### src/rtl/gnss_pm_pkg.sv
// Shared types and constants for the receiver power-mode controller.
`default_nettype none
package gnss_pm_pkg;

  typedef enum logic [1:0] {
    MODE_BACKUP = 2'd0,
    MODE_ACQ    = 2'd1,
    MODE_FULL   = 2'd2,
    MODE_LOW    = 2'd3
  } mode_t;

  typedef enum logic [2:0] {
    ACT_NONE      = 3'd0,
    ACT_WAKE      = 3'd1,
    ACT_STANDBY   = 3'd2,
    ACT_LOW       = 3'd3,
    ACT_FULL      = 3'd4,
    ACT_RESET     = 3'd5,
    ACT_CONFIGURE = 3'd6
  } act_t;

  typedef enum logic [1:0] {
    EV_USE   = 2'd0,
    EV_EPOCH = 2'd1,
    EV_TICK  = 2'd2,
    EV_NOP   = 2'd3
  } event_t;

  localparam int unsigned CFG_IDX_W  = 3;
  localparam int unsigned CFG_DATA_W = 24;
  localparam int unsigned LIMIT_W    = 24;
  localparam int unsigned DUR_W      = 16;
  localparam int unsigned COUNT_W    = 8;

  localparam logic [CFG_IDX_W-1:0] REG_LOW_POWER_AVAIL = 3'd0;
  localparam logic [CFG_IDX_W-1:0] REG_GOOD_SIGNAL_MS  = 3'd1;
  localparam logic [CFG_IDX_W-1:0] REG_WEAK_EPOCH_LIM  = 3'd2;
  localparam logic [CFG_IDX_W-1:0] REG_SILENCE_LIM_MS  = 3'd3;
  localparam logic [CFG_IDX_W-1:0] REG_RESET_LIM_MS    = 3'd4;

  localparam logic               RST_LOW_POWER_AVAIL = 1'b1;
  localparam logic [LIMIT_W-1:0] RST_GOOD_SIGNAL_MS  = 24'd10000;
  localparam logic [COUNT_W-1:0] RST_WEAK_EPOCH_LIM  = 8'd3;
  localparam logic [LIMIT_W-1:0] RST_SILENCE_LIM_MS  = 24'd5000;
  localparam logic [LIMIT_W-1:0] RST_RESET_LIM_MS    = 24'd30000;

  localparam logic [COUNT_W-1:0] COUNT_MAX = 8'hFF;

endpackage
`default_nettype wire

### src/rtl/gnss_receiver_power_mode_fsm_core.sv
// A result appears in the output register in the cycle after its request is accepted.
// Throughput: one request per cycle while in_stall is low; the whole state update is a
// combinational pass from the current state registers into the next state and the result register.
// in_stall rises only while a result is held and the result side stalls.
// Reset (rst_n low, synchronous): backup mode, counters cleared, no result pending,
// configuration registers back to their power-on values.
`default_nettype none
module gnss_receiver_power_mode_fsm_core
  import gnss_pm_pkg::*;
#(
  parameter int unsigned TIME_WIDTH = 32
) (
  input  wire logic                  clk,
  input  wire logic                  rst_n,
  // request channel
  input  wire logic                  in_valid,
  output logic                       in_stall,
  input  wire logic [1:0]            in_action,
  input  wire logic                  in_uses_receiver,
  input  wire logic                  in_has_fix,
  input  wire logic [DUR_W-1:0]      in_duration_ms,
  // result channel
  output logic                       out_valid,
  input  wire logic                  out_stall,
  output logic [2:0]                 out_action_code,
  output logic [1:0]                 out_power_mode,
  // configuration writes
  input  wire logic                  cfg_valid,
  output logic                       cfg_ready,
  input  wire logic [CFG_IDX_W-1:0]  cfg_index,
  input  wire logic [CFG_DATA_W-1:0] cfg_data
);

  localparam logic [TIME_WIDTH-1:0] TIME_MAX = {TIME_WIDTH{1'b1}};

  // configuration
  logic               low_power_avail_r;
  logic [LIMIT_W-1:0] good_signal_ms_r;
  logic [COUNT_W-1:0] weak_epoch_limit_r;
  logic [LIMIT_W-1:0] silence_limit_ms_r;
  logic [LIMIT_W-1:0] reset_limit_ms_r;

  // controller state
  mode_t                 mode_r, mode_nxt;
  logic                  started_r, started_nxt;
  logic                  full_power_r, full_power_nxt;
  logic [COUNT_W-1:0]    no_fix_cnt_r, no_fix_cnt_nxt;
  logic [TIME_WIDTH-1:0] good_time_r, good_time_nxt;
  logic [TIME_WIDTH-1:0] silence_time_r, silence_time_nxt;
  act_t                  act_nxt;

  // result register
  logic  out_valid_r;
  act_t  out_act_r;
  mode_t out_mode_r;

  logic                  in_accept;
  logic [TIME_WIDTH-1:0] dur_ext;
  logic [TIME_WIDTH:0]   good_sum;
  logic [TIME_WIDTH:0]   silence_sum;
  logic [TIME_WIDTH-1:0] good_sat;
  logic [TIME_WIDTH-1:0] silence_sat;
  logic [COUNT_W-1:0]    no_fix_inc;
  logic [TIME_WIDTH-1:0] good_lim_ext;
  logic [TIME_WIDTH-1:0] silence_lim_ext;
  logic [TIME_WIDTH-1:0] reset_lim_ext;

  assign cfg_ready = 1'b1;
  assign in_stall  = out_valid_r & out_stall;
  assign in_accept = in_valid & ~in_stall;

  assign dur_ext         = TIME_WIDTH'(in_duration_ms);
  assign good_lim_ext    = TIME_WIDTH'(good_signal_ms_r);
  assign silence_lim_ext = TIME_WIDTH'(silence_limit_ms_r);
  assign reset_lim_ext   = TIME_WIDTH'(reset_limit_ms_r);

  // saturating accumulators
  assign good_sum    = {1'b0, good_time_r} + {1'b0, dur_ext};
  assign silence_sum = {1'b0, silence_time_r} + {1'b0, dur_ext};
  assign good_sat    = good_sum[TIME_WIDTH] ? TIME_MAX : good_sum[TIME_WIDTH-1:0];
  assign silence_sat = silence_sum[TIME_WIDTH] ? TIME_MAX : silence_sum[TIME_WIDTH-1:0];
  assign no_fix_inc  = (no_fix_cnt_r != COUNT_MAX) ? no_fix_cnt_r + 1'b1 : no_fix_cnt_r;

  always_ff @(posedge clk) begin
    if (!rst_n) begin
      low_power_avail_r  <= RST_LOW_POWER_AVAIL;
      good_signal_ms_r   <= RST_GOOD_SIGNAL_MS;
      weak_epoch_limit_r <= RST_WEAK_EPOCH_LIM;
      silence_limit_ms_r <= RST_SILENCE_LIM_MS;
      reset_limit_ms_r   <= RST_RESET_LIM_MS;
    end else if (cfg_valid && cfg_ready) begin
      case (cfg_index)
        REG_LOW_POWER_AVAIL: low_power_avail_r  <= cfg_data[0];
        REG_GOOD_SIGNAL_MS:  good_signal_ms_r   <= cfg_data;
        REG_WEAK_EPOCH_LIM:  weak_epoch_limit_r <= cfg_data[COUNT_W-1:0];
        REG_SILENCE_LIM_MS:  silence_limit_ms_r <= cfg_data;
        REG_RESET_LIM_MS:    reset_limit_ms_r   <= cfg_data;
        default: ;
      endcase
    end
  end

  always_comb begin
    mode_nxt         = mode_r;
    started_nxt      = started_r;
    full_power_nxt   = full_power_r;
    no_fix_cnt_nxt   = no_fix_cnt_r;
    good_time_nxt    = good_time_r;
    silence_time_nxt = silence_time_r;
    act_nxt          = ACT_NONE;
    case (event_t'(in_action))
      EV_USE: begin
        started_nxt = 1'b1;
        if (in_uses_receiver) begin
          if (mode_r == MODE_BACKUP) begin
            mode_nxt         = MODE_ACQ;
            full_power_nxt   = ~low_power_avail_r;
            no_fix_cnt_nxt   = '0;
            good_time_nxt    = '0;
            silence_time_nxt = '0;
            act_nxt          = ACT_WAKE;
          end
        end else if (mode_r != MODE_BACKUP || !started_r) begin
          // first use change after reset always reports standby
          mode_nxt = MODE_BACKUP;
          act_nxt  = ACT_STANDBY;
        end
      end
      EV_EPOCH: begin
        if (mode_r != MODE_BACKUP) begin
          silence_time_nxt = '0;
          if (in_has_fix) begin
            no_fix_cnt_nxt = '0;
            if (full_power_r && low_power_avail_r) begin
              if (good_sat >= good_lim_ext) begin
                full_power_nxt = 1'b0;
                good_time_nxt  = '0;
                act_nxt        = ACT_LOW;
              end else begin
                good_time_nxt = good_sat;
              end
            end
            mode_nxt = full_power_nxt ? MODE_FULL : MODE_LOW;
          end else begin
            good_time_nxt  = '0;
            no_fix_cnt_nxt = no_fix_inc;
            if (no_fix_inc >= weak_epoch_limit_r) begin
              mode_nxt = MODE_ACQ;
              if (!full_power_r) begin
                full_power_nxt = 1'b1;
                act_nxt        = ACT_FULL;
              end
            end
          end
        end
      end
      EV_TICK: begin
        if (mode_r != MODE_BACKUP) begin
          silence_time_nxt = silence_sat;
          // a threshold fires only on the tick that crosses it
          if (silence_time_r < reset_lim_ext && silence_sat >= reset_lim_ext) begin
            silence_time_nxt = '0;
            act_nxt          = ACT_RESET;
          end else if (silence_time_r < silence_lim_ext && silence_sat >= silence_lim_ext) begin
            act_nxt = ACT_CONFIGURE;
          end
        end
      end
      default: ;
    endcase
  end

  always_ff @(posedge clk) begin
    if (!rst_n) begin
      mode_r         <= MODE_BACKUP;
      started_r      <= 1'b0;
      full_power_r   <= 1'b0;
      no_fix_cnt_r   <= '0;
      good_time_r    <= '0;
      silence_time_r <= '0;
      out_valid_r    <= 1'b0;
    end else begin
      if (in_accept) begin
        mode_r         <= mode_nxt;
        started_r      <= started_nxt;
        full_power_r   <= full_power_nxt;
        no_fix_cnt_r   <= no_fix_cnt_nxt;
        good_time_r    <= good_time_nxt;
        silence_time_r <= silence_time_nxt;
        out_valid_r    <= 1'b1;
      end else if (!out_stall) begin
        out_valid_r <= 1'b0;
      end
    end
  end

  always_ff @(posedge clk) begin
    if (in_accept) begin
      out_act_r  <= act_nxt;
      out_mode_r <= mode_nxt;
    end
  end

  assign out_valid       = out_valid_r;
  assign out_action_code = 3'(out_act_r);
  assign out_power_mode  = 2'(out_mode_r);

endmodule
`default_nettype wire

### config.mk
export PLATFORM = sky130hd
export DESIGN_NAME = gnss_receiver_power_mode_fsm_core
export DESIGN_NICKNAME = d
export VERILOG_FILES = /design/src/rtl/gnss_pm_pkg.sv /design/src/rtl/gnss_receiver_power_mode_fsm_core.sv
export SDC_FILE = /design/constraint.sdc
export NUM_CORES = 1
export LEC_CHECK = 0
export BUFFER_PORTS_ARGS = -buffer_cell sky130_fd_sc_hd__buf_2
export CAP_MARGIN = 20
export CORE_MARGIN = 2
export CORE_UTILIZATION = 50
export CTS_CLUSTER_SIZE = 28
export DETAILED_ROUTE_END_ITERATION = 8
export PLACE_DENSITY_LB_ADDON = 0.1
export SLEW_MARGIN = 20
export SYNTH_ARGS = -nofsm -noshare
export SYNTH_HDL_FRONTEND = slang
export SYNTH_SLANG_ARGS = --single-unit
### constraint.sdc
create_clock -name clk -period 7.84 [get_ports clk]
set_input_delay 1.568 -clock clk [delete_from_list [all_inputs] [get_ports clk]]
set_output_delay 1.568 -clock clk [all_outputs]
set_load 0.05 [all_outputs]
==> flow_summary.yaml, run 1 <==
clock_network:
  clock_latency_ps: 440
  root_buffer: "clkbuf_16"
  clock_path_buffers: 2
  hold_buffers: 0
  post_cts_resized: 0
  post_cts_buffers: 0
  clkTransAtPathRegs_ps: 70
  cts_tree: "done"
  numCtsBuffers: 17
  htree_levels: 4
  cts.sinks: 163
placed_design:
  io_buffer_count: 58
  gp_congestion: 0.952
  hpwl_mm: 25.8
power_and_ir_drop:
  internal_power_mw: 1.40
  power.switching_mw: 0.601
  pwr-share-clk: 0.437
  power_frac_seq: 0.429
  leakage_nw: 5.49
  power_density_mw_per_mm2: 158
  irDropWorstVdd_mv: 0.121
  swShare: 0.301
  p_comb_frac: 0.133
floorplan:
  fp.coreArea_mm2: 0.0226
  io_pins: 60
  design.die.area_mm2: 0.0244
  die_h_um: 156
  die_x_um: 156
  placementRows: 55
  initial_core_util: 0.511
synth:
  synth_ff_type: "dfxtp_1"
  synth_top_area_frac: 0.274
  synth.distinct_cells: 86
  synth_nets: 1664
  synth_top_area_cell: "dfxtp_1"
  synth_edf_count: 5
  yosysMostFrequentCell: "nand2_1"
  ys_seq_area_frac: 0.287
  synth.avg_cell_area_um2: 7.97
  synth_async_sr_flop_share: 0
  synth_area_mm2: 0.0116
  postSynthCellCount: 1451
  synth_warnings: 0
  yosys_register_bits: 163
  synth_common_cells: "241 x nand2_1, 159 x ha_1, 158 x dfxtp_1, 149 x a21oi_1, 95 x inv_1"
  synthTopCellsByArea: "dfxtp_1 27%, ha_1 17%, nand2_1 7.8%"
worst_setup_path:
  reg2regPathDepth: 21
  crit_type: "primary input to flop"
  startpoint_type: "primary input"
  crit_fanout: 23
  critPathCaptureType: "flop"
  required_ps: 8220
  crit_arrival_ps: 7180
sta:
  setup_viol: 0
  setup_tns_ps: 0
  tightest_slew_ps: 1060
  slew_headroom: 0.289
  hold_viol: 0
  max_freq_mhz: 147
  layout_min_cycle_time_ps: 6800
  fin_crit_sh: 0.867
  drv_slew: 0
  skew_ps: 18.1
  rsz0062_at_grt: "false"
final_layout:
  drive_above_1_share: 0.0924
  area_delta_synth_final_pct: 9.21
  final_nets: 1693
  post-route-util: 0.558
  fill_cells: 2128
grt:
  grt_pass1_vias: 9809
  grt_antenna_before_repair: 2
  grt.total_usage: 0.283
  grt_max_degree: 61
  grt_overflow: 0
  grt_pass1_wl_mm: 53.6
routing:
  wire_per_inst_um: 19.2
  dr.pass1.iters: 5
  vias: 10610
  drc: 0
  routed_wl_mm: 34.1
  ant_nets: 0
  drtIter0Drc: 878
  vias_per_cell: 5.96
outcome:
  outcome: "finished, final reports clean"
hold_path:
  hold_depth: 2
  min_path_type: "flop to flop"
run:
  maxCapViolations: 0
[per-layer routing]
layer / vias to the layer above / part of all wire / global-route usage
li1: 5282 / - / -
met4: 2 / 0.022 / 0.0765
met1: 4952 / 0.47 / 0.401
met3: 42 / 0.067 / 0.0517
met5: - / 0.00032 / 0
met2: 332 / 0.44 / 0.442
[flip-flops by register name (all words and copies together) (netlist names)]
signal / count
out_power_mode: 2
reset_limit_ms_r: 24
good_signal_ms_r: 24
started_r: 1
low_power_avail_r: 1
mode_r: 2
silence_time_r: 32
full_power_r: 1
out_action_code: 3
no_fix_cnt_r: 8
weak_epoch_limit_r: 8
silence_limit_ms_r: 24
good_time_r: 32
out_valid: 1
[cells in the final DEF (no fill, tap or decap), drive strengths merged, types with 6 or more instances in the layout]
cell type  instances
a211o              8
a211oi            14
a21o              35
a21oi            150
a22o              23
a22oi              8
a311oi             6
a31oi              7
a32o              23
and2              13
and3              17
buf               70
clkbuf            17
clkinv             6
dfxtp            158
ha               159
inv              102
nand2            241
nand2b            14
nand3             47
nand4             24
nor2              85
nor2b             12
nor3              24
nor4               6
o211ai            25
o21a               6
o21ai             61
o21bai             6
or2                8
xnor2             25
xor2              22
[cell type report]
class / instances / area [µm²] / area share
Clock buffer: 17 / 425 / 0.0337
Clock inverter: 15 / 190 / 0.0151
Antenna cell: 1 / 2.50 / 0.000198
Multi-Input combinational cell: 1132 / 7590 / 0.601
Inverter: 96 / 360 / 0.0285
Sequential cell: 163 / 3310 / 0.262
Tap cell: 285 / 357 / 0.0282
Timing Repair Buffer: 70 / 388 / 0.0307
[kinds of logic after synthesis]
kind of cell,after synthesis,synth area share
flops,163,0.287
other cells,1,0.000324
simple gates,511,0.205
compound gates,410,0.237
xor+xnor,47,0.0356
mux,2,0.00184
buf+inv,156,0.0583
fa+ha+maj,161,0.176
[metrics by stage]
step / cells / hold WS, ps / cell area, µm² / power, mW / setup slack, ps
global route: 1778 / 476 / 12600 / 2.07 / 664
detailed placement: 1745 / 447 / 12000 / 1.14 / 694
finish: 1779 / 456 / 12600 / 2.00 / 1040
floorplan: 1451 / 429 / 11600 / 1.05 / 1660
global placement: 1745 / 442 / 12000 / 1.13 / 818
CTS: 1777 / 457 / 12600 / 2.00 / 1100
[critical path: stages]
cell	delay, ps
buf_2	130
ha_1	220
fa_1	420
a21o_1	230
a31oi_2	280
nor4_2	100
a311oi_4	420
o21ai_2	210
and2_1	230
nand2_1	520
nand2_1	180
ha_1	240
or4_1	510
a21oi_1	120
o21ai_0	100
a211o_1	270
a211o_2	270
a31o_1	220
nor3_2	260
and4_1	220
buf_4	280
a22o_1	180
[final timing paths]
path	startpoint	end	slack, ps
max	in_duration_ms[0]	good_time_r[1]	1040
min	reset_limit_ms_r[2]	reset_limit_ms_r[2]	460
max reg2reg	good_time_r[0]	good_time_r[1]	1970
min reg2reg	reset_limit_ms_r[2]	reset_limit_ms_r[2]	460
[power groups by stage]
stage | Clock (mW) | Combinational (mW) | Sequential [mW]
2_1_floorplan | 0 | 0.166 | 0.882
3_3_place_gp | 0 | 0.258 | 0.876
3_5_place_dp | 0 | 0.261 | 0.876
4_1_cts | 0.884 | 0.263 | 0.857
5_1_grt | 0.923 | 0.293 | 0.859
6_report | 0.873 | 0.266 | 0.857
Power figures use the tool's default switching activity.
==> run 2, diff against run 1 <==
--- a/config.mk
+++ b/config.mk
@@ -11,7 +11,8 @@
 export CORE_UTILIZATION = 50
 export CTS_CLUSTER_SIZE = 28
 export DETAILED_ROUTE_END_ITERATION = 8
-export PLACE_DENSITY_LB_ADDON = 0.1
+export PLACE_DENSITY = 0.67
+export SKIP_LAST_GASP = 1
 export SLEW_MARGIN = 20
 export SYNTH_ARGS = -nofsm -noshare
 export SYNTH_HDL_FRONTEND = slang
==> run 2 against run 1 <==
  * Final area is 0.25% lower
  * Clock skew is 6.0 ps lower
  * Clock power is 1% higher
  * Global-route usage is 0.052 points lower
  * Critical endpoint is now good_time_r[11]
  * Power is 0.51% higher
  * Via count is 1.0% higher
  * Critical path type unchanged
==> flow_summary.yaml, run 2 (synthesis results as in run 1) <==
routing:
  routed_wl_mm: 34.2
  dr.pass1.iters: 5
  drc: 0
  vias_per_cell: 6.03
  ant_nets: 0
  wire_per_inst_um: 19.2
  drtIter0Drc: 981
  vias: 10720
power_and_ir_drop:
  p_comb_frac: 0.133
  pwr-share-clk: 0.440
  power_density_mw_per_mm2: 159
  irDropWorstVdd_mv: 0.116
  internal_power_mw: 1.44
  leakage_nw: 5.49
  power.switching_mw: 0.565
  swShare: 0.281
  power_frac_seq: 0.427
placed_design:
  dp.cells: 1745
  hpwl_mm: 25.8
  io_buffer_count: 58
  gp_congestion: 0.909
final_layout:
  fill_cells: 2133
  final_common_cell: "nand2_1"
  final_nets: 1692
  area_delta_synth_final_pct: 8.94
  final_cell_mix: "241 x nand2_1, 159 x ha_1, 158 x dfxtp_1"
  reg_top3: "good_time_r: 32 flops, silence_time_r: 32 flops"
  drive_above_1_share: 0.0905
  multi_input_area_mm2: 0.00759
  final_cells: 1777
  seq_area_mm2: 0.00331
  diodes: 0
  post-route-util: 0.556
sta:
  drv_slew: 0
  layout_min_cycle_time_ps: 7090
  setup_viol: 0
  hold_viol: 0
  slew_headroom: 0.255
  setup_tns_ps: 0
  max_freq_mhz: 141
  skew_ps: 12.0
  tightest_slew_ps: 1110
  rsz0062_at_grt: "false"
  fin_crit_sh: 0.904
clock_network:
  clkTransAtPathRegs_ps: 70
  root_buffer: "clkbuf_16"
  htree_levels: 4
  post_cts_buffers: 0
  numCtsBuffers: 17
  hold_buffers: 0
  clock_path_buffers: 2
  clock_latency_ps: 430
  cts_tree: "done"
  cts.sinks: 163
  post_cts_resized: 0
grt:
  grt_overflow: 0
  grt_pass1_vias: 10078
  grt_antenna_before_repair: 1
  grt_pass1_wl_mm: 53.9
  grt_max_degree: 48
  grt.total_usage: 0.283
hold_path:
  min_path_type: "flop to flop"
  hold_depth: 2
outcome:
  outcome: "finished, final reports clean"
floorplan:
  design.die.area_mm2: 0.0244
  initial_core_util: 0.511
  io_pins: 60
  placementRows: 55
  die_h_um: 156
  fp.coreArea_mm2: 0.0226
  die_x_um: 156
worst_setup_path:
  critPathCaptureType: "flop"
  crit_type: "primary input to flop"
  crit_arrival_ps: 7460
  startpoint_type: "primary input"
  reg2regPathDepth: 20
  required_ps: 8210
  crit_fanout: 23
run:
  maxCapViolations: 0
## run 2: cell types whose count changed in the layout (fill, tap and decap cells not counted), moves of 2 or more
cell       change
clkinv_2       +3
bufinv_16      +2
inv_6          -2
clkinv_8       -5
## run 2: power by group through the flow
stage	clock network, mW	registers [mW]	logic (mW)
after global placement	0	0.876	0.257
after global routing	0.928	0.859	0.292
final	0.882	0.857	0.267
after floorplan	0	0.882	0.166
after detailed placement	0	0.876	0.259
after CTS	0.895	0.857	0.262
## run 2: critical path, stage by stage
cell and delay (ps):
buf_2 120, ha_1 220, fa_1 420, a21o_1 240, a31oi_2 270, nor4_2 90, a311oi_4 400, o21ai_2 190
and2_1 230, nand2_1 430, nand2_1 170, ha_1 220, or4_1 530, a21oi_1 120, o21ai_0 90, a211o_1 260
a211o_2 260, a31o_1 220, nor3_2 260, and4_1 890, a22o_1 240
## run 2: through the flow
step	cell area, µm²	worst slack (ps)	hold WS, ps	total power [mW]
3_3_place_gp	12000	565	442	1.13
6_report	12600	754	453	2.01
4_1_cts	12600	847	456	2.01
2_1_floorplan	11600	1660	429	1.05
3_5_place_dp	12000	423	448	1.14
5_1_grt	12600	367	469	2.08
## run 2: final timing paths
check,slack (ps),to,start
worst max-delay path,750,good_time_r[11],in_duration_ms[0]
worst min-delay path,450,good_signal_ms_r[3],good_signal_ms_r[3]
worst max register to register,1700,good_time_r[11],good_time_r[0]
worst min register to register,450,good_signal_ms_r[3],good_signal_ms_r[3]
## run 2: metal layers
metal  routed length, µm  track usage  up-vias
met2               14800        0.441      350
met3                2010       0.0500       58
met4                1070       0.0992        2
li1                    -            -     5268
met5                   8            0        -
met1               16300        0.393     5042
## run 2: final cells by class
class / count / share of cell area
Multi-Input combinational cell: 1132 / 0.603
Sequential cell: 163 / 0.263
Clock buffer: 18 / 0.0341
Timing Repair Buffer: 69 / 0.0296
Inverter: 96 / 0.0286
Tap cell: 285 / 0.0283
Clock inverter: 14 / 0.0139
==> run 3, diff against run 2 <==
--- a/config.mk
+++ b/config.mk
@@ -5,9 +5,9 @@
 export SDC_FILE = /design/constraint.sdc
 export NUM_CORES = 1
 export LEC_CHECK = 0
-export BUFFER_PORTS_ARGS = -buffer_cell sky130_fd_sc_hd__buf_2
+export BUFFER_PORTS_ARGS = -buffer_cell sky130_fd_sc_hd__clkbuf_2
 export CAP_MARGIN = 20
-export CORE_MARGIN = 2
+export CORE_MARGIN = 3
 export CORE_UTILIZATION = 50
 export CTS_CLUSTER_SIZE = 28
 export DETAILED_ROUTE_END_ITERATION = 8
==> run 3 against run 2 <==
  * Hold slack improved by 2.7 ps
  * Sequential power about the same
  * Clock power increased by 3.9%
  * Final area increased by 0.49%
  * Sequential share of layout area decreased by 0.13 points
  * Critical endpoint unchanged
  * Highest routed layer is now met4
  * Largest power group unchanged
  * Die area increased by 2.6%
  * Core utilization increased by 0.10 points
  * Setup slack got worse by 51 ps
  * Combinational power about the same
  * Register-to-register slack got worse by 40 ps
==> flow_summary.yaml, run 3 (synthesis results as in run 1) <==
sta:
  setup_viol: 0
  holdWs_ps: 455
  slew_headroom: 0.269
  rsz0062_at_grt: "false"
  hold_viol: 0
  setup_tns_ps: 0
  fin_crit_sh: 0.910
  tightest_slew_ps: 1090
  drv_slew: 0
  max_freq_mhz: 140
  layout_min_cycle_time_ps: 7140
  skew_ps: 11.1
routing:
  drc: 0
  vias_per_cell: 5.98
  vias: 10633
  ant_nets: 0
  drtIter0Drc: 890
  wire_per_inst_um: 19.1
  dr.pass1.iters: 5
  routed_wl_mm: 34.0
power_and_ir_drop:
  power.switching_mw: 0.586
  swShare: 0.287
  internal_power_mw: 1.45
  power_frac_seq: 0.420
  power_density_mw_per_mm2: 161
  irDropWorstVdd_mv: 0.147
  p_comb_frac: 0.131
  pwr-share-clk: 0.449
  leakage_nw: 5.53
clock_network:
  clock_path_buffers: 2
  clock_latency_ps: 440
  hold_buffers: 0
  cts.sinks: 163
  post_cts_buffers: 0
  root_buffer: "clkbuf_16"
  htree_levels: 4
  post_cts_resized: 0
  clkTransAtPathRegs_ps: 70
  cts_tree: "done"
  numCtsBuffers: 17
placed_design:
  hpwl_mm: 25.7
  place_area_mm2: 0.0120
  io_buffer_count: 58
  dp.cells: 1747
  gp_congestion: 0.923
worst_setup_path:
  crit_type: "primary input to flop"
  critPathCaptureType: "flop"
  crit_arrival_ps: 7510
  reg2reg_slack_ps: 1660
  required_ps: 8220
  startpoint_type: "primary input"
  crit_fanout: 23
floorplan:
  design.die.area_mm2: 0.0250
  initial_core_util: 0.509
  die_h_um: 158
  die_x_um: 158
  placementRows: 55
  io_pins: 60
  fp.coreArea_mm2: 0.0227
final_layout:
  post-route-util: 0.557
  reg_top3: "good_time_r: 32 flops, silence_time_r: 32 flops"
  area_delta_synth_final_pct: 9.47
  drive_above_1_share: 0.0930
  final_common_cell: "nand2_1"
  final_cells: 1779
  final_cell_area_mm2: 0.0127
  final_cell_mix: "241 x nand2_1, 159 x ha_1, 158 x dfxtp_1"
  final_nets: 1694
  diodes: 0
  fill_cells: 2172
  seq_area_mm2: 0.00331
  multi_input_area_mm2: 0.00759
grt:
  grt_pass1_vias: 10107
  grt.total_usage: 0.274
  grt_antenna_before_repair: 0
  grt_max_degree: 48
  grt_overflow: 0
  grt_pass1_wl_mm: 54.0
run:
  maxCapViolations: 0
outcome:
  outcome: "finished, final reports clean"
hold_path:
  min_path_type: "flop to flop"
==> run 3: changes by cell type in the layout (fill, tap and decap cells not counted), moves of 3 or more <==
cell | previous run | this run
inv_8 | 1 | 6
buf_2 | 58 | 0
clkbuf_2 | 0 | 58
clkinv_2 | 3 | 0
==> run 3: path summary, 6_finish.rpt <==
| kind | start | to | cells past startpoint |
|---|---|---|---|
| max | in_duration_ms[0] | good_time_r[11] | 21 |
| min | silence_limit_ms_r[20] | silence_limit_ms_r[20] | 2 |
| min reg2reg | silence_limit_ms_r[20] | silence_limit_ms_r[20] | 2 |
| max reg2reg | good_time_r[0] | good_time_r[11] | 20 |
==> run 3: cell type report <==
type,instances,area share
clock inverter,15,0.0164
timing repair buffer,71,0.0316
inverter,96,0.0285
multi-input combinational,1132,0.600
tap,285,0.0282
clock buffer,17,0.0336
sequential,163,0.262
==> run 3: per-layer routing <==
layer | GRT usage | share of wire | vias to the layer above | wire length [µm]
li1 | - | - | 5284 | -
met1 | 0.393 | 0.48 | 4991 | 16400
met2 | 0.425 | 0.44 | 311 | 14800
met3 | 0.0399 | 0.055 | 47 | 1890
met4 | 0.0930 | 0.028 | 0 | 945
met5 | 0 | 0 | - | 0
==> run 3: stage by stage <==
stage | worst slack (ps) | power, mW
final | 703 | 2.04
after global routing | 260 | 2.12
after CTS | 706 | 2.05
after detailed placement | 323 | 1.14
after global placement | 427 | 1.13
after floorplan | 1660 | 1.05
==> run 3: worst max-delay path, cell delays in order <==
cell and delay [ps]:
clkbuf_2 110, ha_1 230, fa_1 420, a21o_1 240, a31oi_2 270, nor4_2 100
a311oi_4 410, o21ai_2 190, and2_1 230, nand2_1 460, o21ai_0 250, ha_1 350
a21oi_1 140, o21ai_0 90, a221oi_1 360, a21oi_1 130, a211o_2 310, a31o_1 220
nor3_2 290, and4_1 890, a22o_1 240
==> run 3: power groups by stage <==
stage                     sequential (mW)  combinational (mW)  clock [mW]
after floorplan                     0.882               0.166           0
after global placement              0.876               0.258           0
after detailed placement            0.876               0.262           0
after CTS                           0.857               0.264       0.928
after global routing                0.859               0.294       0.963
final                               0.857               0.267       0.916
